### src/design/rsa_pkg.sv
// Shared types and constants of the region sector allocator.
`default_nettype none
package rsa_pkg;
  localparam int unsigned MaxSectors = 4096;
  localparam int unsigned SecW       = 12;
  localparam int unsigned ExtW       = 13;
  localparam int unsigned SlotW      = 10;
  localparam int unsigned LenW       = 8;
  localparam int unsigned FirstData  = 2;

  localparam logic [1:0] ST_OK   = 2'd0;
  localparam logic [1:0] ST_ZERO = 2'd1;
  localparam logic [1:0] ST_CAP  = 2'd2;

  typedef struct packed {
    logic clr_wr;
    logic accept;
    logic slot_rd;
    logic load_slot;
    logic scan_rd;
    logic scan_step;
    logic decide;
    logic rel_wr;
    logic claim_wr;
    logic commit;
    logic emit_zero;
    logic emit_cap;
  } rsa_cmd_t;

  typedef struct packed {
    logic clr_done;
    logic n_zero;
    logic scan_empty;
    logic scan_last;
    logic found_now;
    logic cap_fail;
    logic rel_need;
    logic rel_done;
    logic claim_done;
    logic out_free;
  } rsa_sts_t;
endpackage
`default_nettype wire

### src/design/rsa_ctrl.sv
// Controller FSM: clear, lookup, scan, release, claim, commit and error results.
`default_nettype none
module rsa_ctrl (
  input  wire logic              clk_i,
  input  wire logic              rst_ni,
  input  wire logic              in_valid_i,
  output logic                   in_ready_o,
  input  wire rsa_pkg::rsa_sts_t sts_i,
  output rsa_pkg::rsa_cmd_t      cmd_o
);
  import rsa_pkg::*;

  localparam logic [3:0] S_CLEAR    = 4'd0;
  localparam logic [3:0] S_IDLE     = 4'd1;
  localparam logic [3:0] S_LOOKUP   = 4'd2;
  localparam logic [3:0] S_LOAD     = 4'd3;
  localparam logic [3:0] S_SCAN_RD  = 4'd4;
  localparam logic [3:0] S_SCAN_CHK = 4'd5;
  localparam logic [3:0] S_DECIDE   = 4'd6;
  localparam logic [3:0] S_REL      = 4'd7;
  localparam logic [3:0] S_CLAIM    = 4'd8;
  localparam logic [3:0] S_COMMIT   = 4'd9;
  localparam logic [3:0] S_ERR_ZERO = 4'd10;
  localparam logic [3:0] S_ERR_CAP  = 4'd11;

  logic [3:0] state_q, state_d;

  assign in_ready_o = (state_q == S_IDLE);

  always_comb begin
    state_d = state_q;
    cmd_o   = '0;
    case (state_q)
      S_CLEAR: begin
        cmd_o.clr_wr = 1'b1;
        if (sts_i.clr_done) state_d = S_IDLE;
      end
      S_IDLE: begin
        if (in_valid_i) begin
          cmd_o.accept = 1'b1;
          state_d = sts_i.n_zero ? S_ERR_ZERO : S_LOOKUP;
        end
      end
      S_LOOKUP: begin
        cmd_o.slot_rd = 1'b1;
        state_d = S_LOAD;
      end
      S_LOAD: begin
        cmd_o.load_slot = 1'b1;
        state_d = sts_i.scan_empty ? S_DECIDE : S_SCAN_RD;
      end
      S_SCAN_RD: begin
        cmd_o.scan_rd = 1'b1;
        state_d = S_SCAN_CHK;
      end
      S_SCAN_CHK: begin
        cmd_o.scan_step = 1'b1;
        if (sts_i.found_now) state_d = sts_i.rel_need ? S_REL : S_CLAIM;
        else if (sts_i.scan_last) state_d = S_DECIDE;
        else state_d = S_SCAN_RD;
      end
      S_DECIDE: begin
        if (sts_i.cap_fail) begin
          state_d = S_ERR_CAP;
        end else begin
          cmd_o.decide = 1'b1;
          state_d = sts_i.rel_need ? S_REL : S_CLAIM;
        end
      end
      S_REL: begin
        cmd_o.rel_wr = 1'b1;
        if (sts_i.rel_done) state_d = S_CLAIM;
      end
      S_CLAIM: begin
        cmd_o.claim_wr = 1'b1;
        if (sts_i.claim_done) state_d = S_COMMIT;
      end
      S_COMMIT: begin
        if (sts_i.out_free) begin
          cmd_o.commit = 1'b1;
          state_d = S_IDLE;
        end
      end
      S_ERR_ZERO: begin
        if (sts_i.out_free) begin
          cmd_o.emit_zero = 1'b1;
          state_d = S_IDLE;
        end
      end
      S_ERR_CAP: begin
        if (sts_i.out_free) begin
          cmd_o.emit_cap = 1'b1;
          state_d = S_IDLE;
        end
      end
      default: state_d = S_IDLE;
    endcase
  end

  always_ff @(posedge clk_i or negedge rst_ni) begin
    if (!rst_ni) begin
      state_q <= S_CLEAR;
    end else begin
      state_q <= state_d;
    end
  end
endmodule
`default_nettype wire

### config.mk
export PLATFORM = sky130hd
export DESIGN_NAME = rsa_ctrl
export DESIGN_NICKNAME = d
export VERILOG_FILES = /design/src/design/rsa_pkg.sv /design/src/design/rsa_ctrl.sv
export SDC_FILE = /design/constraint.sdc
export NUM_CORES = 1
export LEC_CHECK = 0
export BUFFER_PORTS_ARGS = -buffer_cell sky130_fd_sc_hd__buf_2
export CORE_UTILIZATION = 32
export CTS_CLUSTER_SIZE = 10
export DETAILED_ROUTE_END_ITERATION = 8
export PLACE_DENSITY = 0.65
export SETUP_SLACK_MARGIN = 0.3
export SYNTH_ARGS = -nofsm -noshare
export SYNTH_HDL_FRONTEND = slang
export SYNTH_SLANG_ARGS = --single-unit
### constraint.sdc
create_clock -name clk_i -period 1.74 [get_ports clk_i]
set_clock_uncertainty 0.1 [all_clocks]
set_input_delay 0.261 -clock clk_i [delete_from_list [all_inputs] [get_ports clk_i]]
set_output_delay 0.261 -clock clk_i [all_outputs]
set_load 0.01 [all_outputs]
* Word level (Yosys, flattened, before mapping)
Cells that the tools add are included.
** Operators by class
- Reductions and logical operators :: 3
- Muxes and demuxes :: 27
- Equal/unequal tests :: 16
** Operator list (number)
- $pmux W4 S10 :: 1
- $mux W4 :: 9
- $eq A4 B3 Y1 const B :: 4
- $eq A4 B4 Y1 const B :: 4
- $mux W1 :: 15
- $eq A4 B2 Y1 const B :: 2
- $ne A2 B2 Y1 const B :: 4
- $reduce_and A5 Y1 :: 1
- $eq A4 B1 Y1 const B :: 1
- $logic_not A4 Y1 :: 1
- $mux W2 :: 2
- $reduce_or A3 Y1 :: 1
- $ne A2 B1 Y1 const B :: 1
** Word-level totals
- Bits in registers :: 4
- Output and inout port bits :: 13
- Word-level logic and storage cells :: 47
- Input port bits :: 13

* Depth between registers and ports, before layout
Gate-level depths: netlist (run 1).
- Depth after elaboration :: 4
- Depth in mapped cells :: 5
- Depth with buffers taken out :: 4

* Worst setup path after synthesis (run 1)
OpenSTA, ideal clock, no wires.
- Path type :: register to output
- From :: reg state_q[2]
- To :: out cmd_o[10] in the netlist's numbering
- Arrival :: 1.152 ns
- Setup slack :: 0.227 ns
- Required time :: 1.379 ns
- Buffers on the path :: 2
- Stages on the path, launching flop included :: 4
- Cells stage by stage :: dfrtp_1 -> buf_2 -> buf_4 -> nor4_1
** RTL lines
- start, declared :: line rsa_ctrl.sv:26 : logic [3:0] state_q, state_d;
- start signal, assigned :: line rsa_ctrl.sv:104 : state_q <= state_d;
- end, declared :: line rsa_ctrl.sv:9 : output rsa_pkg::rsa_cmd_t cmd_o

==> results of run 1 <==
## area by class of cell
cell class	instances	area (um2)	share of cell area
clock buffers	3	22.52	0.02413
inverters	4	15.01	0.01609
multi-input cells	59	461.7	0.4946
flip-flops and latches	4	105.1	0.1126
well taps	16	20.02	0.02145
repair buffers	45	309.0	0.3311
## final timing paths
check | end | slack (ns) | cells after the start | from
setup / recovery | cmd_o[11] | 0.16 | 3 | state_q[2]
hold / removal | state_q[3] | 0.26 | 2 | rst_ni
setup reg to reg | state_q[3] | 0.19 | 6 | state_q[1]
hold reg to reg | state_q[2] | 0.55 | 2 | state_q[3]
max in group asynchronous | state_q[0] | 1.15 | 2 | rst_ni
min in group clk_i | state_q[3] | 0.28 | 3 | sts_i[0]
## metal layers
metal / track usage / share of wire / up-vias
met4: 0.1000 / 0.0051 / 0
met2: 0.3531 / 0.51 / 26
met1: 0.2720 / 0.44 / 343
met3: 0.03879 / 0.046 / 2
met5: 0 / 0 / -
li1: - / - / 352
## stage by stage
| step | setup WS [ns] | area [um2] | util |
|---|---|---|---|
| 2_1_floorplan | 0.3232 | 526.8 | - |
| 3_3_place_gp | 0.1770 | 663.1 | 0.4402 |
| 3_5_place_dp | 0.1485 | 663.1 | 0.4402 |
| 4_1_cts | 0.1751 | 848.3 | 0.5631 |
| 5_1_grt | 0.1046 | 933.4 | 0.6196 |
| 6_report | 0.1648 | 933.4 | 0.6196 |
## cell families after synthesis
group / Yosys count
simple gates: 40
compound gates: 19
buf+inv: 10
flops: 4
## worst max-delay path, stage by stage, from the launching register on
cell	delay [ns]
dfrtp_2	0.46
buf_4	0.17
nor4_2	0.19
buf_2	0.16
## cells in the final DEF, fill, tap and decap left out, types with 3 or more instances in the layout
cell type,n
buf_2,25
buf_6,5
nand2_1,5
inv_1,3
nor2_1,8
o21ai_0,4
nor3_2,4
clkbuf_4,3
nor3_1,4
nand2b_4,3
buf_4,13
dfrtp_2,4
## where the power goes
group / internal, mW / total (mW) / switching [mW]
clock network: 0.0770 / 0.112 / 0.0352
registers: 0.147 / 0.245 / 0.0977
logic: 0.641 / 1.23 / 0.587
## repair_timing
action	4_1_cts	5_1_grt
gates resized for setup	14	15
pin swaps	5	6
hold buffers	1	0
setup endpoints to repair	17	16
buffers inserted	13	2
endpoints found under the hold margin	4	0
cloned	0	0
==> impl_metrics.ini, run 1 <==
[timing]
slew_headroom = 0.8322
finalSetupTns_ns = 0
finalCritPeriodShare = 0.9053
fin_crit_ns = 1.575
setup_viol = 0
hold_viol = 0
fin_hold_ws_ns = 0.2568
final_max_slew_viol_count = 0
max_freq_mhz = 634.8
rsz0062_at_grt = true
tightestPinTransition_ns = 0.2481

[flow_run]
maxCapViolCount = 0

[global_routing]
grt_pass1_wl_um = 2898
grt_util_all_layers = 0.2149
grt-ovfl-total = 0
antenna_found_initial = 0
grt_pass1_vias = 639
grt_max_degree = 10

[synth]
synth_fp_nets = 86
avgSynthCellArea_um2 = 7.044
synth.most_common_cell = nor3_1
ys_seq_area_frac = 0.1946
yosysTopAreaCell = dfrtp_1
synth_enable_flop_cells = 0
synth_area_um2 = 514.2
ys_warn_count = 0
yosys.area_share.simple = 0.4428
synth_top_family_by_area = simple AND/OR/NAND/NOR gates
synth-seq-cells = 4
synth_xor_area_frac = 0
yosys.area.top_type_share = 0.1946
yosys-top-cells-count = 9 x nor3_1, 8 x nor2_1, 6 x nand2_1
netlist-cell-type-count = 29
synth_mux_area_frac = 0
ys_async_sr_fraction = 1.000
synth_compound_area_frac = 0.2579
synth_ff_type = dfrtp_1
synth_area_leaders = dfrtp_1 19%, nor3_1 8.8%, nor2_1 5.8%
synthCells = 73
synthAdderAreaFrac = 0

[finish]
n_antenna_cell = 0
top_register = state_q
stdcell_count = 131
fillCellCount = 130
biggestRegsByFlops = state_q (4)
drive_above_1_share = 0.6435
largest_reg_flops = 4
layout.nets = 130
synthToLayoutAreaGrowth_pct = 81.51

[clocking]
clk_pin_slew_ns = 0.04
cts_max_level = 1
cts_buffer_depth = 2
clk_latency_ns = 0.23
ctsRootBufferMaster = clkbuf_4
cts.sinks = 4
cts_tree = yes
cts_buffers = 3

[drt]
drtPass1Iterations = 4
drtIter0Drc = 16
wl_per_cell_um = 13.60
drcViolationCount = 0
ant_nets = 0
vias_per_cell = 5.519
drt-total-wl_um = 1781
vias = 723

[floorplanning]
top_level_ports = 26
initial_utilization = 0.3414
die_x_um = 42.09
core-area_mm2 = 0.001506
dieArea_mm2 = 0.001771
die_y_um = 42.09
num_rows = 14

[power]
irDropWorstVdd_mv = 0.6273
power.total_mw = 1.585
power_density_mw_per_mm2 = 1698
leakagePower_nw = 0.4315

[place]
placed_cells_incl_taps = 112
place_congestion = 0.9048
place_hpwl_um = 1073
portBuffers = 25

[setup_path]
path_class = reg -> out
endpoint_kind = output port
cp.required_ns = 1.38
arrival_ns = 1.21
startpoint_type = flop
path_max_fanout = 8

[outcome]
status = completed

[min_path]
worst_hold_path_type = in -> async
(Power assumes the default switching activity.)
==> run 2, diff against run 1 <==
--- a/config.mk
+++ b/config.mk
@@ -9,7 +9,6 @@
 export CORE_UTILIZATION = 32
 export CTS_CLUSTER_SIZE = 10
 export DETAILED_ROUTE_END_ITERATION = 8
-export PLACE_DENSITY = 0.65
 export SETUP_SLACK_MARGIN = 0.3
 export SYNTH_ARGS = -nofsm -noshare
 export SYNTH_HDL_FRONTEND = slang
==> impl_metrics.ini, run 2 (synthesis gave the netlist of run 1 again) <==
[timing]
setup_viol = 0
hold_viol = 0
rsz0062_at_grt = true
fin_hold_ws_ns = 0.2890
tightestPinTransition_ns = 0.2956
finalCritPeriodShare = 0.9171
fin_crit_ns = 1.596
finalSetupTns_ns = 0
max_freq_mhz = 626.7
slew_headroom = 0.8020
final_max_slew_viol_count = 0
postLayoutSetupSlackWorst_ns = 0.1443

[floorplanning]
initial_utilization = 0.3414
num_rows = 14
core-area_mm2 = 0.001506
die_y_um = 42.09
die_x_um = 42.09
dieArea_mm2 = 0.001771
top_level_ports = 26

[finish]
final_common_cell = buf_2
biggestRegsByFlops = state_q (4)
layout_common_cells = 25 x buf_2, 17 x buf_4, 9 x buf_6
final_util = 0.6528
largest_reg_flops = 4
n_antenna_cell = 0
drive_above_1_share = 0.6260
synthToLayoutAreaGrowth_pct = 91.24
top_register = state_q
stdcell_count = 139
layout.nets = 138
fin_area_um2 = 983.4

[setup_path]
path_max_fanout = 5
cp_top_family = flip-flops
crit_path_max_incr_delay_ns = 0.43
timing.rr.end = state_q[0]
r2r_start = state_q[1]
reg2reg_slack_ns = 0.16
cp.depth = 3
critPathSlowestCell = dfrtp_2
path_cells = nand2b_4 -> nor4_2 -> buf_2
path_class = reg -> out
endpoint_kind = output port
cp.required_ns = 1.38
startpoint_type = flop
crit_buf_inv = 1
r2r_cells = 5
arrival_ns = 1.23

[drt]
drt-total-wl_um = 1821
vias_per_cell = 5.468
drtPass1Iterations = 6
drcViolationCount = 1
ant_nets = 0
drtIter0Drc = 19
vias = 760
wl_per_cell_um = 13.10

[global_routing]
antenna_found_initial = 0
grt_max_degree = 9
grt_pass1_wl_um = 3042
grt-ovfl-total = 0
grt_pass1_vias = 698
grt_util_all_layers = 0.2154

[clocking]
cts.sinks = 4
cts_buffers = 3
clk_latency_ns = 0.23
clk_pin_slew_ns = 0.04
cts_tree = yes
ctsRootBufferMaster = clkbuf_4
cts_buffer_depth = 2
cts_max_level = 1

[power]
leakagePower_nw = 0.4667
power_density_mw_per_mm2 = 1727
power.total_mw = 1.698
irDropWorstVdd_mv = 0.8985

[flow_run]
maxCapViolCount = 0

[place]
pre_cts_ws_ns = 0.1871
place_area_um2 = 663.1
placed_cells_incl_taps = 112
place_congestion = 0.8043
place_hpwl_um = 1065
portBuffers = 25

[outcome]
failed_checks = DRC
status = complete, but fails checks

[min_path]
worst_hold_path_type = in -> async
-- run 2: power by group --
group,internal (mW),switching [mW],total (mW),leakage (nW)
Combinational,0.747,0.592,1.34,0.408
Clock,0.0769,0.0344,0.111,0.0138
Sequential,0.147,0.102,0.248,0.0447
Total,0.970,0.728,1.70,0.467
-- run 2: worst reg2reg max path: stages, from the launching register on --
cell	delay, ns
dfrtp_2	0.43
buf_4	0.15
buf_4	0.13
or4_4	0.52
o31ai_4	0.08
a21oi_2	0.05
-- run 2: timing repair --
action                     CTS  global route
setup endpoints to repair   16            16
gates resized for setup     19             8
buffers inserted            17             6
pin swaps                    6             4
hold buffers                 1             0
hold endpoints to repair     4             0
-- run 2: metal layers --
layer	vias up	wire, um	GRT usage
li1	370	-	-
met1	358	765	0.2706
met2	30	962	0.3969
met3	2	85	0.03017
met4	0	8	0.03125
met5	-	0	0
-- run 2: worst max-delay path by stage --
stage,from,end,slack [ns]
after global placement,state_q[3],state_q[0],0.18
final,state_q[1],cmd_o[10],0.14
after CTS,state_q[3],cmd_o[10],0.16
after floorplan,state_q[2],cmd_o[10],0.32
after global routing,state_q[1],cmd_o[10],0.11
after detailed placement,state_q[0],cmd_o[8],0.19
-- run 2: area by class of cell --
| type | count | area, um2 |
|---|---|---|
| Tap cell | 16 | 20.02 |
| Clock buffer | 3 | 22.52 |
| Fill cell | 127 | 523.0 |
| Timing Repair Buffer | 53 | 384.1 |
| Multi-Input combinational cell | 59 | 436.7 |
| Inverter | 4 | 15.01 |
| Sequential cell | 4 | 105.1 |
==> run 3, diff against run 2 <==
--- a/config.mk
+++ b/config.mk
@@ -6,6 +6,7 @@
 export NUM_CORES = 1
 export LEC_CHECK = 0
 export BUFFER_PORTS_ARGS = -buffer_cell sky130_fd_sc_hd__buf_2
+export CORE_MARGIN = 8
 export CORE_UTILIZATION = 32
 export CTS_CLUSTER_SIZE = 10
 export DETAILED_ROUTE_END_ITERATION = 8
==> impl_metrics.ini, run 3 (synthesis gave the netlist of run 1 again) <==
[outcome]
status = completed

[min_path]
worst_hold_path_type = in -> async

[timing]
rsz0062_at_grt = true
slew_headroom = 0.8457
finalSetupTns_ns = 0
fin_crit_ns = 1.581
fin_hold_ws_ns = 0.2600
tightestPinTransition_ns = 0.2284
max_freq_mhz = 632.3
setup_viol = 0
final_max_slew_viol_count = 0
finalCritPeriodShare = 0.9089
hold_viol = 0

[finish]
multi_input_area_um2 = 437.9
drive_above_1_share = 0.5948
layout.nets = 131
biggestRegsByFlops = state_q (4)
final_common_cell = buf_2
top_register = state_q
fillCellCount = 139
largest_reg_flops = 4
layout_common_cells = 25 x buf_2, 11 x buf_4, 9 x buf_6
n_antenna_cell = 0
regArea_um2 = 105.1
synthToLayoutAreaGrowth_pct = 78.83

[power]
irDropWorstVdd_mv = 0.9357
leakagePower_nw = 0.4279
power_density_mw_per_mm2 = 1679

[global_routing]
grt_pass1_wl_um = 3063
grt_max_degree = 12
grt-ovfl-total = 0
grt_util_all_layers = 0.1131
antenna_found_initial = 0
grt_pass1_vias = 732

[clocking]
clk_latency_ns = 0.23
cts_buffer_depth = 2
cts.sinks = 4
clk_pin_slew_ns = 0.04
cts_buffers = 3
cts_tree = yes
cts_max_level = 1
ctsRootBufferMaster = clkbuf_4

[setup_path]
reg2reg_slack_ns = 0.26
path_class = reg -> out
path_max_fanout = 6
r2r_cells = 4
startpoint_type = flop
arrival_ns = 1.22
cp.required_ns = 1.38
timing.rr.end = state_q[0]
endpoint_kind = output port
r2r_start = state_q[1]

[floorplanning]
top_level_ports = 26
initial_utilization = 0.3414
core-area_mm2 = 0.001506
dieArea_mm2 = 0.003146
die_y_um = 56.09
die_x_um = 56.09
num_rows = 14

[drt]
drt-total-wl_um = 1800
drcViolationCount = 0
ant_nets = 0
vias_per_cell = 5.288
drtIter0Drc = 7
vias = 698
wl_per_cell_um = 13.64
drtPass1Iterations = 6

[place]
portBuffers = 25
place_congestion = 0.8639
place_hpwl_um = 1288

[flow_run]
maxCapViolCount = 0
==> run 3: report_power, final <==
group	switching, mW	internal, mW	total, mW
combinational	0.563	0.629	1.19
sequential	0.0922	0.147	0.239
clock	0.0360	0.0770	0.113
==> run 3: critical path: stages, from the launching register on <==
cell and delay (ns):
dfrtp_2 0.43, buf_6 0.15, nor4_4 0.24, buf_2 0.17
==> run 3: repair_timing <==
action                     4_1_cts  5_1_grt
pin swaps                        2        3
buffers inserted                12        3
gates resized for setup         15       10
hold buffers                     1        0
setup endpoints to repair       16       16
hold endpoints to repair         4        0
==> run 3: worst max-delay path by stage <==
| stage | start | slack (ns) | to | depth (start not counted) |
|---|---|---|---|---|
| 6_report | state_q[3] | 0.16 | cmd_o[10] | 3 |
| 5_1_grt | state_q[2] | 0.09 | cmd_o[2] | 4 |
| 4_1_cts | state_q[3] | 0.16 | cmd_o[10] | 3 |
| 3_5_place_dp | state_q[0] | 0.20 | cmd_o[8] | 3 |
| 3_3_place_gp | state_q[0] | 0.21 | state_q[1] | 4 |
| 2_1_floorplan | state_q[2] | 0.32 | cmd_o[10] | 3 |
==> run 3: stage by stage <==
stage / cell area, um2 / setup slack, ns / power, mW / instances / utilization
after floorplan: 526.8 / 0.3232 / 0.7936 / 73 / -
after global placement: 670.6 / 0.2065 / 1.001 / 113 / 0.4452
after CTS: 850.8 / 0.1596 / 1.410 / 129 / 0.5648
after global routing: 919.6 / 0.09430 / 1.664 / 132 / 0.6105
final: 919.6 / 0.1586 / 1.544 / 132 / 0.6105
after detailed placement: 670.6 / 0.1988 / 1.003 / 113 / 0.4452
==> run 3: layout make-up <==
type                            count  area share
Tap cell                           16     0.02177
Sequential cell                     4      0.1143
Clock buffer                        3     0.02449
Multi-Input combinational cell     59      0.4762
Inverter                            4     0.01633
Timing Repair Buffer               46      0.3469
==> run 3: per-layer routing <==
| metal | GRT usage | up-vias | wire, um |
|---|---|---|---|
| met5 | 0 | - | 0 |
| met4 | 0.03093 | 0 | 0 |
| met3 | 0.03196 | 0 | 54 |
| met2 | 0.1997 | 13 | 895 |
| met1 | 0.1272 | 326 | 850 |
| li1 | - | 359 | - |
